--- src/sv/vn_pkg.sv ---
// ----------------------------------------------------------------------------
// vn_pkg
// Shared widths and helpers for the vector normalizer.
// ----------------------------------------------------------------------------
`default_nettype none
package vn_pkg;
   localparam int LANES = 3;

   function automatic int bytes_up(input int bits);
      return ((bits + 7) / 8) * 8;
   endfunction
endpackage
`default_nettype wire

--- src/sv/vn_square.sv ---
// ----------------------------------------------------------------------------
// vn_square
// Front end: component magnitudes and squares, then the sum of squares and
// the per-lane search bound, two elastic stages.
// ----------------------------------------------------------------------------
`default_nettype none
module vn_square import vn_pkg::*; #(
   parameter int IN_BITS   = 16,
   parameter int FRAC_BITS = 14,
   parameter int SW        = 2 * IN_BITS,
   parameter int PW        = 2 * IN_BITS + 2 * FRAC_BITS + 4
) (
   input  wire                       clock,
   input  wire                       reset,
   input  wire                       in_valid,
   output logic                      in_ready,
   input  wire  [IN_BITS-1:0]        in_comp [LANES],
   output logic                      out_valid,
   input  wire                       out_ready,
   output logic [SW-1:0]             out_s,
   output logic                      out_zero,
   output logic                      out_neg [LANES],
   output logic signed [PW-1:0]      out_p [LANES],
   output logic signed [PW-1:0]      out_sd [LANES],
   output logic signed [PW-1:0]      out_r [LANES]
);
   localparam int QW = 2 * IN_BITS - 1;

   logic            v1_ff, v1_in, v2_ff, v2_in;
   logic            rdy1, rdy2;
   logic [QW-1:0]   sq_ff [LANES];
   logic [QW-1:0]   sq_in [LANES];
   logic            neg1_ff [LANES];
   logic            neg1_in [LANES];
   logic [SW-1:0]   s_in;
   logic            zero_in;
   logic signed [PW-1:0] r_in [LANES];
   logic [IN_BITS-1:0]   mag [LANES];

   assign rdy2     = !v2_ff || out_ready;
   assign rdy1     = !v1_ff || rdy2;
   assign in_ready = rdy1;
   assign v1_in    = rdy1 ? in_valid : v1_ff;
   assign v2_in    = rdy2 ? v1_ff : v2_ff;
   assign out_valid = v2_ff;

   always_comb begin
      s_in = '0;
      for (int i = 0; i < LANES; i++) begin
         neg1_in[i] = in_comp[i][IN_BITS-1];
         mag[i]     = neg1_in[i] ? (~in_comp[i] + 1'b1) : in_comp[i];
         sq_in[i]   = QW'(mag[i]) * QW'(mag[i]);
         s_in       = s_in + SW'(sq_ff[i]);
         r_in[i]    = $signed(PW'(sq_ff[i]) << (2 * FRAC_BITS + 2));
      end
      zero_in = (s_in == '0);
   end

   always_ff @(posedge clock) begin
      if (reset) begin
         v1_ff <= 1'b0;
         v2_ff <= 1'b0;
      end else begin
         v1_ff <= v1_in;
         v2_ff <= v2_in;
      end
      if (rdy1) begin
         sq_ff   <= sq_in;
         neg1_ff <= neg1_in;
      end
      if (rdy2) begin
         out_s    <= s_in;
         out_zero <= zero_in;
         for (int i = 0; i < LANES; i++) begin
            out_neg[i] <= neg1_ff[i];
            out_r[i]   <= r_in[i];
            out_p[i]   <= $signed(PW'(s_in));
            out_sd[i]  <= -$signed(PW'(s_in));
         end
      end
   end
endmodule
`default_nettype wire

--- config.mk ---
export PLATFORM = sky130hd
export DESIGN_NAME = vn_square
export DESIGN_NICKNAME = d
export VERILOG_FILES = /design/src/sv/vn_pkg.sv /design/src/sv/vn_square.sv
export SDC_FILE = /design/constraint.sdc
export NUM_CORES = 2
export LEC_CHECK = 0
export BUFFER_PORTS_ARGS = -buffer_cell sky130_fd_sc_hd__buf_2
export CORE_UTILIZATION = 55
export CTS_CLUSTER_SIZE = 40
export DETAILED_ROUTE_END_ITERATION = 8
export PLACE_DENSITY = 0.87
export SYNTH_ARGS = -nofsm -noshare
export SYNTH_HDL_FRONTEND = slang
export SYNTH_SLANG_ARGS = --single-unit
--- constraint.sdc ---
create_clock -name clock -period 11.5 [get_ports clock]
set_clock_uncertainty 0.15 [all_clocks]
set_input_delay 2.3 -clock clock [delete_from_list [all_inputs] [get_ports clock]]
set_output_delay 2.3 -clock clock [all_outputs]
set_load 0.005 [all_outputs]
### Yosys cells after proc, flatten, opt, wreduce, memory -nomap -nowiden

Index checks and enable logic that the tools add are counted.
W data, S select, Z words.

| storage, ports and cells | value |
|---|---|
| flip-flop bits (word level) | 291 |
| input port bits | 52 |
| output and inout bits | 614 |
| logic and storage cells | 37 |

| operators by class | value |
|---|---|
| $add $sub $neg | 6 |
| multipliers | 3 |
| mux-type cells | 3 |
| bitwise gates (word level) | 3 |
| reduce and logical (&&, ||, !) cells | 5 |

Operators by type and width:

| operator | number |
|---|---|
| $mul A16 B16 Y31 | 3 |
| $neg A32 Y64 | 1 |
| $add A16 B1 Y16 const B | 3 |
| $mux W16 | 3 |
| $not A16 Y16 | 3 |
| $add A31 B31 Y32 | 1 |
| $add A32 B31 Y32 | 1 |
| $logic_not A32 Y1 | 1 |
| $logic_not A1 Y1 | 2 |
| $logic_or A1 B1 Y1 | 2 |

### Logic depth before layout (Yosys ltp)

| logic depth | value |
|---|---|
| depth after elaboration | 4 |
| mapped depth | 32 |

### Worst setup path after synthesis

No wires, ideal clock.

| timing path | value |
|---|---|
| path type | input-to-reg |
| start point | input port in_comp[38] in the netlist's numbering |
| end point | register sq_ff (netlist bit r_in[187]) (data pin) |
| library setup time | 0.258 ns |
| arrival time | 9.735 ns |
| required time | 11.092 ns |
| path slack | 1.357 ns |
| stages | 27 |
| path buffers | 0 |
| cell sequence | or4_1 > nor3_1 > or3b_1 > or3_1 > and2_1 > xnor2_2 > clkinv_1 > nand2_1 > inv_1 > fa_1 > fa_1 > fa_1 > fa_1 > fa_1 > inv_1 > fa_1 > inv_1 > ha_1 > a21o_1 > a21o_1 > a21oi_1 > o31a_1 > a211oi_1 > a211oi_1 > o21ai_0 > a21oi_1 > xnor2_1 |

RTL lines:

| element | line | text |
|---|---|---|
| start: declaration | vn_square.sv:17 | `input wire [IN_BITS-1:0] in_comp [LANES],` |
| end signal: assignment | vn_square.sv:68 | `sq_ff <= sq_in;` |
| end: declaration | vn_square.sv:31 | `logic [QW-1:0] sq_ff [LANES];` |

==> impl_metrics.csv <==
group,metric,value,unit
synth,synth_xor_xnor_area_share,4.62,%
synth,synthMuxAreaShare,0.0550,%
synth,async_flop_share,0,%
cts,cts_made_buffers,35,
floorplan,rows,93,
final_layout,nets,4790,
global_routing,grt_usage,32.1,%
final_layout,final_common_cell,"inv_1",
critical_path,worstPathRequired,11650,ps
synth,synth_compound_area_share,6.54,%
critical_path,crit_fanout,10,
timing,final-setup-viol-count,0,
cts,ctsHoldBuffers,0,
final_layout,area_delta_synth_final,6.73,%
synth,synth_area,36400,µm²
synth,yosys.area_share.simple,8.92,%
synth,yosysUniqueCellTypes,84,
timing,maxSlewHeadroom,16.7,%
cts,cts-resized-gates,0,
cts,cts_buffer_depth,3,
final_layout,final_area,38800,µm²
run_status,status,"finished, final reports clean",
timing,max_clock_freq,94.5,MHz
floorplan,die_y,259,µm
timing,period_needed,10580,ps
floorplan,die-area,67200,µm²
global_routing,overflow,0,
critical_path,crit_slowest_cell,"or4_1",
placed_design,hpwlAfterDp,89200,µm
floorplan,io_pins,666,
cts,cts_tree,"built",
critical_path,cp.arrival,10730,ps
floorplan,coreArea,64900,µm²
global_routing,antenna_found_initial,17,
timing,hold_violations,0,
synth,yosysWarningCount,0,
timing,worstMarginPinSlew,1240,ps
placed_design,routabilityCongestion,1.00,
synth,synth_fa_ha_area_share,39.5,%
synth,synth_top_family_by_area,"adder cells",
critical_path,crit_type,"in -> reg",
critical_path,crit_top_cell,"fa_1",
final_layout,fin_cells,4784,
run,max_cap_violations,0,
critical_path,cp-end-kind,"flip-flop",
global_routing,grt_pass1_vias,26451,
timing,hold_ws,269,ps
route,drcViolationCount,0,
route,wl_per_cell,22.3,µm
cts,insertion_delay,560,ps
synth,yosysSeqAreaShare,23.3,%
timing,finalCritPeriodShare,92.0,%
synth,syn_avg_cell_area,10.1,µm²
global_routing,grt_pass1_wl,158000,µm
floorplan,die_x,259,µm
timing,rsz0062_at_grt,"no",
synth,yosysTopAreaCellShare,28.8,%
placed_design,post_dp_cell_area,37700,µm²
global_routing,grt_max_degree,125,
route,antenna_left,0,
synth,synth_cells,3585,
timing,slew_violations,0,
cts,post_cts_buffers,0,
placed_design,place_inst,4720,
synth,synth-edff-count,281,
route,dr.pass1.iters,6,
min_path,min_path_type,"reg -> reg",
critical_path,crit_path_start_kind,"primary input",
cts,cts.sinks,283,
synth,yosysTopAreaCell,"fa_1",
synth,synth_seq_cells,283,
synth,synth_area_leaders,"fa_1, edfxtp_1, ha_1, buf_4, inv_1",
route,viasPerCell,5.45,
critical_path,critPathMaxStageDelay,550,ps
cts,cts-root-buf,"clkbuf_16",
floorplan,start_util,56.0,%
cts,path_clk_slew,60,ps
route,first_iter_violations,2414,
synth,synth_ff_type,"edfxtp_1",
final_layout,n_fill_cell,5206,
timing,tns,0,ps
route,drt-total-wl,107000,µm
cts,htree_levels,2,
route,vias,26050,
placed_design,port_buffers,467,
final_layout,mostFrequentLayoutCells,"inv_1, fa_1, buf_2",
final_layout,drive_gt1_share,15.6,%
## sequential cells by signal, indices dropped and copies added, names as in the netlist
name / cells
out_neg: 3
out_p: 31
v1_ff: 1
out_zero: 1
r_in: 90
out_sd: 63
out_r: 90
neg1_ff: 3
out_valid: 1
## per-stage QoR
| step | setup slack (ps) | util, % |
|---|---|---|
| 2_1_floorplan | 1360 | - |
| 3_3_place_gp | 707 | 58.1 |
| 3_5_place_dp | 500 | 58.1 |
| 4_1_cts | 1050 | 59.8 |
| 5_1_grt | 480 | 59.8 |
| 6_report | 919 | 59.8 |
## cell type report
type                       count  area, µm²  share of cell area, %
multi-input combinational   2318      22600                   58.2
sequential                   283       8480                   21.8
inverter                     739       2780                   7.16
timing repair buffer         525       2770                   7.14
tap                          855       1070                   2.75
clock buffer                  44        931                   2.40
clock inverter                17        186                  0.480
antenna                        3       7.51                 0.0193
## critical path: cells and delay by family
family,cells,cell delay [ps]
buf+inv,5,720
xor+xnor,2,500
simple gates,6,1970
fa+ha+maj,7,3300
compound gates,8,1900
## routing by layer
layer	vias to the layer above	part of all wire, %	GRT usage [%]
li1	11320	-	-
met1	12931	37	40.4
met2	1505	46	50.5
met3	284	11	8.81
met4	10	6.1	17.5
met5	-	0.073	0
## Yosys cell counts, drive strengths merged, types with 6 or more instances
cell type	count
clkbuf	46
a211oi	19
edfxtp	281
a31oi	7
o31a	6
o31ai	18
o41ai	9
nor2b	14
or2	9
nand2b	12
nand3	42
a21oi	85
or3	11
o21bai	11
o21ai	70
inv	720
clkinv	19
xnor2	132
o211ai	9
nand2	260
nand4	7
a21o	59
and3	16
xor2	59
buf	431
o21a	22
and2	19
fa	523
nand3b	18
nor2	229
nor4	13
nor3	36
or4	11
ha	313
## kinds of logic after synthesis
logic type      after synthesis
compound gates              347
xor+xnor                    191
fa+ha+maj                   836
buf+inv                    1216
flops                       283
mux                           2
other cells                   2
simple gates                708
## worst paths after layout
check | cells past startpoint | slack [ps] | startpoint | to
setup / recovery | 28 | 920 | in_comp[38] | r_in[187]
hold / removal | 0 | 270 | neg1_ff[1] | out_neg[1]
setup reg to reg | 12 | 5770 | r_in[162] | out_sd[37]
hold reg to reg | 0 | 270 | neg1_ff[1] | out_neg[1]
Power is left out: the tool's default activity adds up to more than one toggle a clock period on the data nets, which glitch-free logic cannot reach.
