===== src/sv/vn_pkg.sv =====
// ----------------------------------------------------------------------------
// vn_pkg
// Shared widths and helpers for the vector normalizer.
// ----------------------------------------------------------------------------
`default_nettype none
package vn_pkg;
   localparam int LANES = 3;

   function automatic int bytes_up(input int bits);
      return ((bits + 7) / 8) * 8;
   endfunction
endpackage
`default_nettype wire


===== src/sv/vn_cell.sv =====
// ----------------------------------------------------------------------------
// vn_cell
// One quotient bit per cell, all three lanes: try setting bit BIT of q and
// keep it if q's top bit is clear and (2q-1)^2*s <= bound. Shift-and-add only.
// ----------------------------------------------------------------------------
`default_nettype none
module vn_cell import vn_pkg::*; #(
   parameter int IN_BITS   = 16,
   parameter int FRAC_BITS = 14,
   parameter int BIT       = 14,
   parameter int SW        = 2 * IN_BITS,
   parameter int PW        = 2 * IN_BITS + 2 * FRAC_BITS + 4
) (
   input  wire                       clock,
   input  wire                       reset,
   input  wire                       in_valid,
   output logic                      in_ready,
   input  wire  [SW-1:0]             in_s,
   input  wire                       in_zero,
   input  wire                       in_neg [LANES],
   input  wire  [FRAC_BITS:0]        in_q [LANES],
   input  wire  signed [PW-1:0]      in_p [LANES],
   input  wire  signed [PW-1:0]      in_sd [LANES],
   input  wire  signed [PW-1:0]      in_r [LANES],
   output logic                      out_valid,
   input  wire                       out_ready,
   output logic [SW-1:0]             out_s,
   output logic                      out_zero,
   output logic                      out_neg [LANES],
   output logic [FRAC_BITS:0]        out_q [LANES],
   output logic signed [PW-1:0]      out_p [LANES],
   output logic signed [PW-1:0]      out_sd [LANES],
   output logic signed [PW-1:0]      out_r [LANES]
);
   logic                 v_ff, v_in, rdy;
   logic signed [PW-1:0] s_x;
   logic signed [PW-1:0] p_try [LANES];
   logic [FRAC_BITS:0]   q_in [LANES];
   logic signed [PW-1:0] p_in [LANES];
   logic signed [PW-1:0] sd_in [LANES];
   logic                 take [LANES];

   assign rdy       = !v_ff || out_ready;
   assign in_ready  = rdy;
   assign v_in      = rdy ? in_valid : v_ff;
   assign out_valid = v_ff;

   always_comb begin
      s_x = $signed(PW'(in_s));
      for (int i = 0; i < LANES; i++) begin
         p_try[i] = in_p[i] + (in_sd[i] <<< (BIT + 2)) + (s_x <<< (2 * BIT + 2));
         take[i]  = !in_q[i][FRAC_BITS] && (p_try[i] <= in_r[i]);
         q_in[i]  = take[i] ? (in_q[i] | ((FRAC_BITS + 1)'(1) << BIT)) : in_q[i];
         p_in[i]  = take[i] ? p_try[i] : in_p[i];
         sd_in[i] = take[i] ? (in_sd[i] + (s_x <<< (BIT + 1))) : in_sd[i];
      end
   end

   always_ff @(posedge clock) begin
      if (reset) begin
         v_ff <= 1'b0;
      end else begin
         v_ff <= v_in;
      end
      if (rdy) begin
         out_s    <= in_s;
         out_zero <= in_zero;
         out_neg  <= in_neg;
         out_q    <= q_in;
         out_p    <= p_in;
         out_sd   <= sd_in;
         out_r    <= in_r;
      end
   end
endmodule
`default_nettype wire


===== config.mk =====
export PLATFORM = sky130hd
export DESIGN_NAME = vn_cell
export DESIGN_NICKNAME = d
export VERILOG_FILES = /design/src/sv/vn_pkg.sv /design/src/sv/vn_cell.sv
export SDC_FILE = /design/constraint.sdc
export NUM_CORES = 2
export LEC_CHECK = 0
export ABC_AREA = 1
export BUFFER_PORTS_ARGS = -buffer_cell sky130_fd_sc_hd__buf_2
export CAP_MARGIN = 40
export CORE_AREA = 2 2 510 512
export CTS_CLUSTER_DIAMETER = 120
export CTS_CLUSTER_SIZE = 8
export DETAILED_ROUTE_END_ITERATION = 10
export DIE_AREA = 0 0 512 514
export GPL_TIMING_DRIVEN = 0
export MAX_ROUTING_LAYER = met4
export PLACE_DENSITY_LB_ADDON = 0.05
export SETUP_SLACK_MARGIN = 0.4
export SKIP_CTS_REPAIR_TIMING = 1
export SLEW_MARGIN = 30
export SYNTH_ARGS = -nofsm -noshare
export SYNTH_HDL_FRONTEND = slang
export SYNTH_SLANG_ARGS = --single-unit

===== constraint.sdc =====
create_clock -name clock -period 27.9 [get_ports clock]
set_input_delay 1.395 -clock clock [delete_from_list [all_inputs] [get_ports clock]]
set_output_delay 1.395 -clock clock [all_outputs]
set_load 0.02 [all_outputs]

Word level (Yosys, flattened, before mapping)
Index checks and enable logic that the tools add are counted.
{"block": "word_totals", "ff_bits": 658, "latchBits": 0, "ramBits": 0, "rom_bits": 0, "inputBits": 661, "output_inout_bits": 659, "wordCells": 47, "n_memories": 0}
{"block": "op_classes", "n_addsub": 9, "mul": 0, "div": 0, "magnitude_cmp": 3, "eq_ne": 0, "n_shift": 0, "n_mux": 6, "bitwise_logic": 0, "n_reduce_logical": 8}
{"op": "2-to-1 mux 64 bit", "count": 6}
{"op": "adder 64 x 48 -> 64 bit", "count": 3}
{"op": "adder 64 x 63 -> 64 bit", "count": 3}
{"op": "adder 64 bit", "count": 3}
{"op": "less-or-equal comparator 64 bit", "count": 3}
{"op": "logical NOT 1 bit", "count": 4}
{"op": "logical AND 1 bit", "count": 3}
{"op": "logical OR 1 bit", "count": 1}

Depth between registers and ports, before layout
{"block": "depth", "depth_word": 5, "mapped_depth": 35, "depth_no_buf": 32}

Worst setup path after synthesis
Ideal clock, no wire load.
{"block": "synth_path", "kind": "input -> output", "startpoint": "in out_ready", "endpoint": "out in_ready", "t_arrival_ns": 15.359, "required_ns": 26.505, "setup_slack_ns": 11.146, "cell_stages": 2, "n_path_buf": 0, "path_cell_list": "inv_1 > nand2_1"}
{"block": "synth_between", "elab_chain_len": 1}
{"element": "start, declared", "line_no": "vn_cell.sv:26", "source": "input wire out_ready,"}
{"element": "logical OR 1 bit", "line_no": "vn_cell.sv:43", "source": "assign rdy = !v_ff || out_ready;"}
{"element": "end, declared", "line_no": "vn_cell.sv:17", "source": "output logic in_ready,"}
Every way passes these cells.

==> results.tsv <==
stage	metric	value	unit
final_layout	final_nets	9083	
clocking	clockBufferDepth	3	
floorplan	die-area	0.2632	sq mm
timing	setup_slack	20490	ps
timing	worst_pin_slew	879.0	ps
critical_path	timing.rr.start	out_valid$_SDFFE_PP0P_	
timing	max-slew-margin-rel	41.40	%
timing	slew_viol_final	0	
logic_synthesis	synthArstFlopShare	0	%
logic_synthesis	synth.distinct_cells	38	
placed_design	pre_cts_slack	19330	ps
detailed_routing	drc	0	
detailed_routing	wl_met1	139600	um
grt	globalRouteTotalUtil	24.73	%
detailed_routing	wl_met3	15390	um
timing	rsz0062_at_grt	false	
logic_synthesis	synth_flop_cell	edfxtp_1	
placed_design	port_buffers	1316	
grt	overflow	0	
critical_path	cp-start-kind	primary input	
clocking	h-tree-depth	3	
min_path	hold_class	primary input to register	
timing	finalCritPeriodShare	26.57	%
grt	grt_pass1_wl	434300	um
logic_synthesis	synth_enable_flop_cells	657	
logic_synthesis	syn_nets	7639	
clocking	clk_pin_slew	60	ps
logic_synthesis	synthCells	6405	
timing	min_period	7413	ps
grt	grt_pass1_vias	51390	
floorplan	die_h	514	um
power	p_leak	31.69	nW
detailed_routing	wl_per_cell	28.87	um
logic_synthesis	seq_area_frac_synth	39.12	%
clocking	cts_root_buffer	clkbuf_16	
detailed_routing	drt_wl_total	326200	um
logic_synthesis	syn_area	0.05048	sq mm
clocking	cts_made_buffers	94	
critical_path	reg2reg_setup_slack	25250	ps
grt	grt_max_degree	47	
detailed_routing	ant_nets	0	
final_layout	syn_to_final_growth	28.12	%
final_layout	utilization	25.06	%
final_layout	final_common_cell	nand2_1	
placed_design	place.gp.congestion	0.9276	
placed_design	place_inst	11150	
power	peakVddDrop	55.24	uV
run	drv_cap	0	
floorplan	coreArea	0.2581	sq mm
detailed_routing	routed_via_density	4.478	
critical_path	critical_path_arrival	7800	ps
timing	max_freq	134.9	MHz
placed_design	dp_hpwl	285500	um
clocking	clock_sinks	658	
timing	whs	768.7	ps
floorplan	die_w	512	um
timing	hold_viol	0	
timing	finClkSkew	72.05	ps
detailed_routing	vias	50590	
detailed_routing	routed-wl-met2	161900	um
floorplan	row_count	187	
logic_synthesis	synth_seq_cells	658	
power	power	4.547	mW
detailed_routing	drtPass1Iterations	5	
final_layout	final_cell_mix	2,037 x nand2_1, 1,347 x buf_2, 797 x inv_1, 657 x edfxtp_1, 594 x nor2_1	
timing	setup-violations-final	0	
critical_path	reg2reg_to	out_p[67]$_DFFE_PP_	
floorplan	initial_utilization	19.56	%
min_path	holdPathStages	1	
final_layout	instances_no_fill	11300	
critical_path	worst_ep_required_time	28290	ps
logic_synthesis	syn_avg_cell_area	7.882	sq um
critical_path	path_max_fanout	10	
detailed_routing	top_layer	met4	
critical_path	rr_worst_depth	7	
min_path	hold_path_end	out_zero$_DFFE_PP_	
critical_path	end_kind	register	
detailed_routing	dr.first_iter.drc_count	3186	
final_layout	layout-drive-gt1-share	19.40	%
status	outcome	completed	
grt	antenna_found_initial	100	
clocking	cts_tree	done	
critical_path	worstSetupPathType	primary input to register	
logic_synthesis	yosysWarnings	0	
min_path	min_from	in_zero	
power	power.density	70.30	mW/mm^2
floorplan	ios	1320	
clocking	clk_latency	800	ps
stage by stage:
stage                     TNS, ps  area, sq um
after floorplan                 0        50480
after global placement     -557.2        61330
after detailed placement        0        61960
after CTS                       0        64600
after global routing            0        64660
final                           0        64680
critical path: stages:
cell	delay, ps
buf_2	390
inv_1	380
fa_1	610
inv_1	40
ha_1	350
a21oi_1	260
o21ai_0	230
inv_1	90
nand3_1	220
nand2_1	280
nand3_1	120
nand2_1	70
nand2_1	100
ha_1	540
nand2_1	110
nor2_1	180
nand2_1	150
nor2_2	340
nand4_1	130
or3b_1	420
nand3_1	270
nand2_2	210
buf_6	220
buf_2	250
nand2_1	100
nand2_1	250
report_power, final:
group	switching (mW)	total (mW)	leakage, nW	internal [mW]
clock	0.497	1.10	1.27	0.607
sequential	0.0526	1.36	6.86	1.30
combinational	1.51	2.09	23.6	0.576
total	2.06	4.55	31.7	2.49
cells in the mapped netlist (14+ instances only):
cell | n | area share, %
edfxtp_1 | 657 | 39
buf_2 | 31 | 0.31
o21bai_1 | 27 | 0.40
nand2_1 | 2038 | 15
buf_4 | 17 | 0.25
nor2_1 | 594 | 4.4
inv_1 | 797 | 5.9
xor2_1 | 149 | 2.6
clkbuf_1 | 37 | 0.28
a21o_1 | 32 | 0.48
xnor2_1 | 31 | 0.54
ha_1 | 471 | 12
nor4_1 | 20 | 0.25
nor3_1 | 45 | 0.45
a21oi_1 | 390 | 3.9
nand4_1 | 111 | 1.4
a21boi_0 | 14 | 0.21
o21ai_0 | 218 | 2.2
o21a_1 | 16 | 0.24
fa_1 | 102 | 4.0
nand3_1 | 549 | 5.4
per-layer routing:
metal,up-vias,track usage [%]
met5,-,-
met2,1496,43.07
met1,24620,29.84
met3,304,3.487
met4,0,6.279
li1,24170,-
flip-flops by register name (all words and copies together), names as in the netlist:
name / count
out_neg: 3
out_p: 192
out_q: 45
out_r: 192
out_s: 32
out_sd: 192
out_valid: 1
out_zero: 1
worst max path at each step:
stage                     startpoint                   end  slack, ps  depth (start not counted)
final                        in_s[0]  out_sd[80]$_DFFE_PP_      20490                         26
after global routing         in_s[0]  out_sd[80]$_DFFE_PP_      20090                         26
after CTS                    in_s[0]  out_sd[80]$_DFFE_PP_      20160                         27
after detailed placement     in_s[0]  out_sd[80]$_DFFE_PP_      19330                         27
after global placement     out_ready              in_ready       -560                          4
after floorplan            out_ready              in_ready      11150                          2
kinds of logic after synthesis:
group,share of synthesized area (%)
compound gates,7.559
xor+xnor,3.123
fa+ha+maj,15.72
simple gates,27.44
buf+inv,7.044
flops,39.12
layout make-up:
cell class,count,area (sq um)
inverter,800,3003
clock buffer,104,2400
buffer,98,556.8
multi-input combinational,4849,27200
antenna,26,65.06
tap,3402,4257
sequential,658,19750
timing repair buffer,1348,7213
fill,28970,193400
clock inverter,13,239.0
No activity file was read; power rests on OpenSTA's default activity.
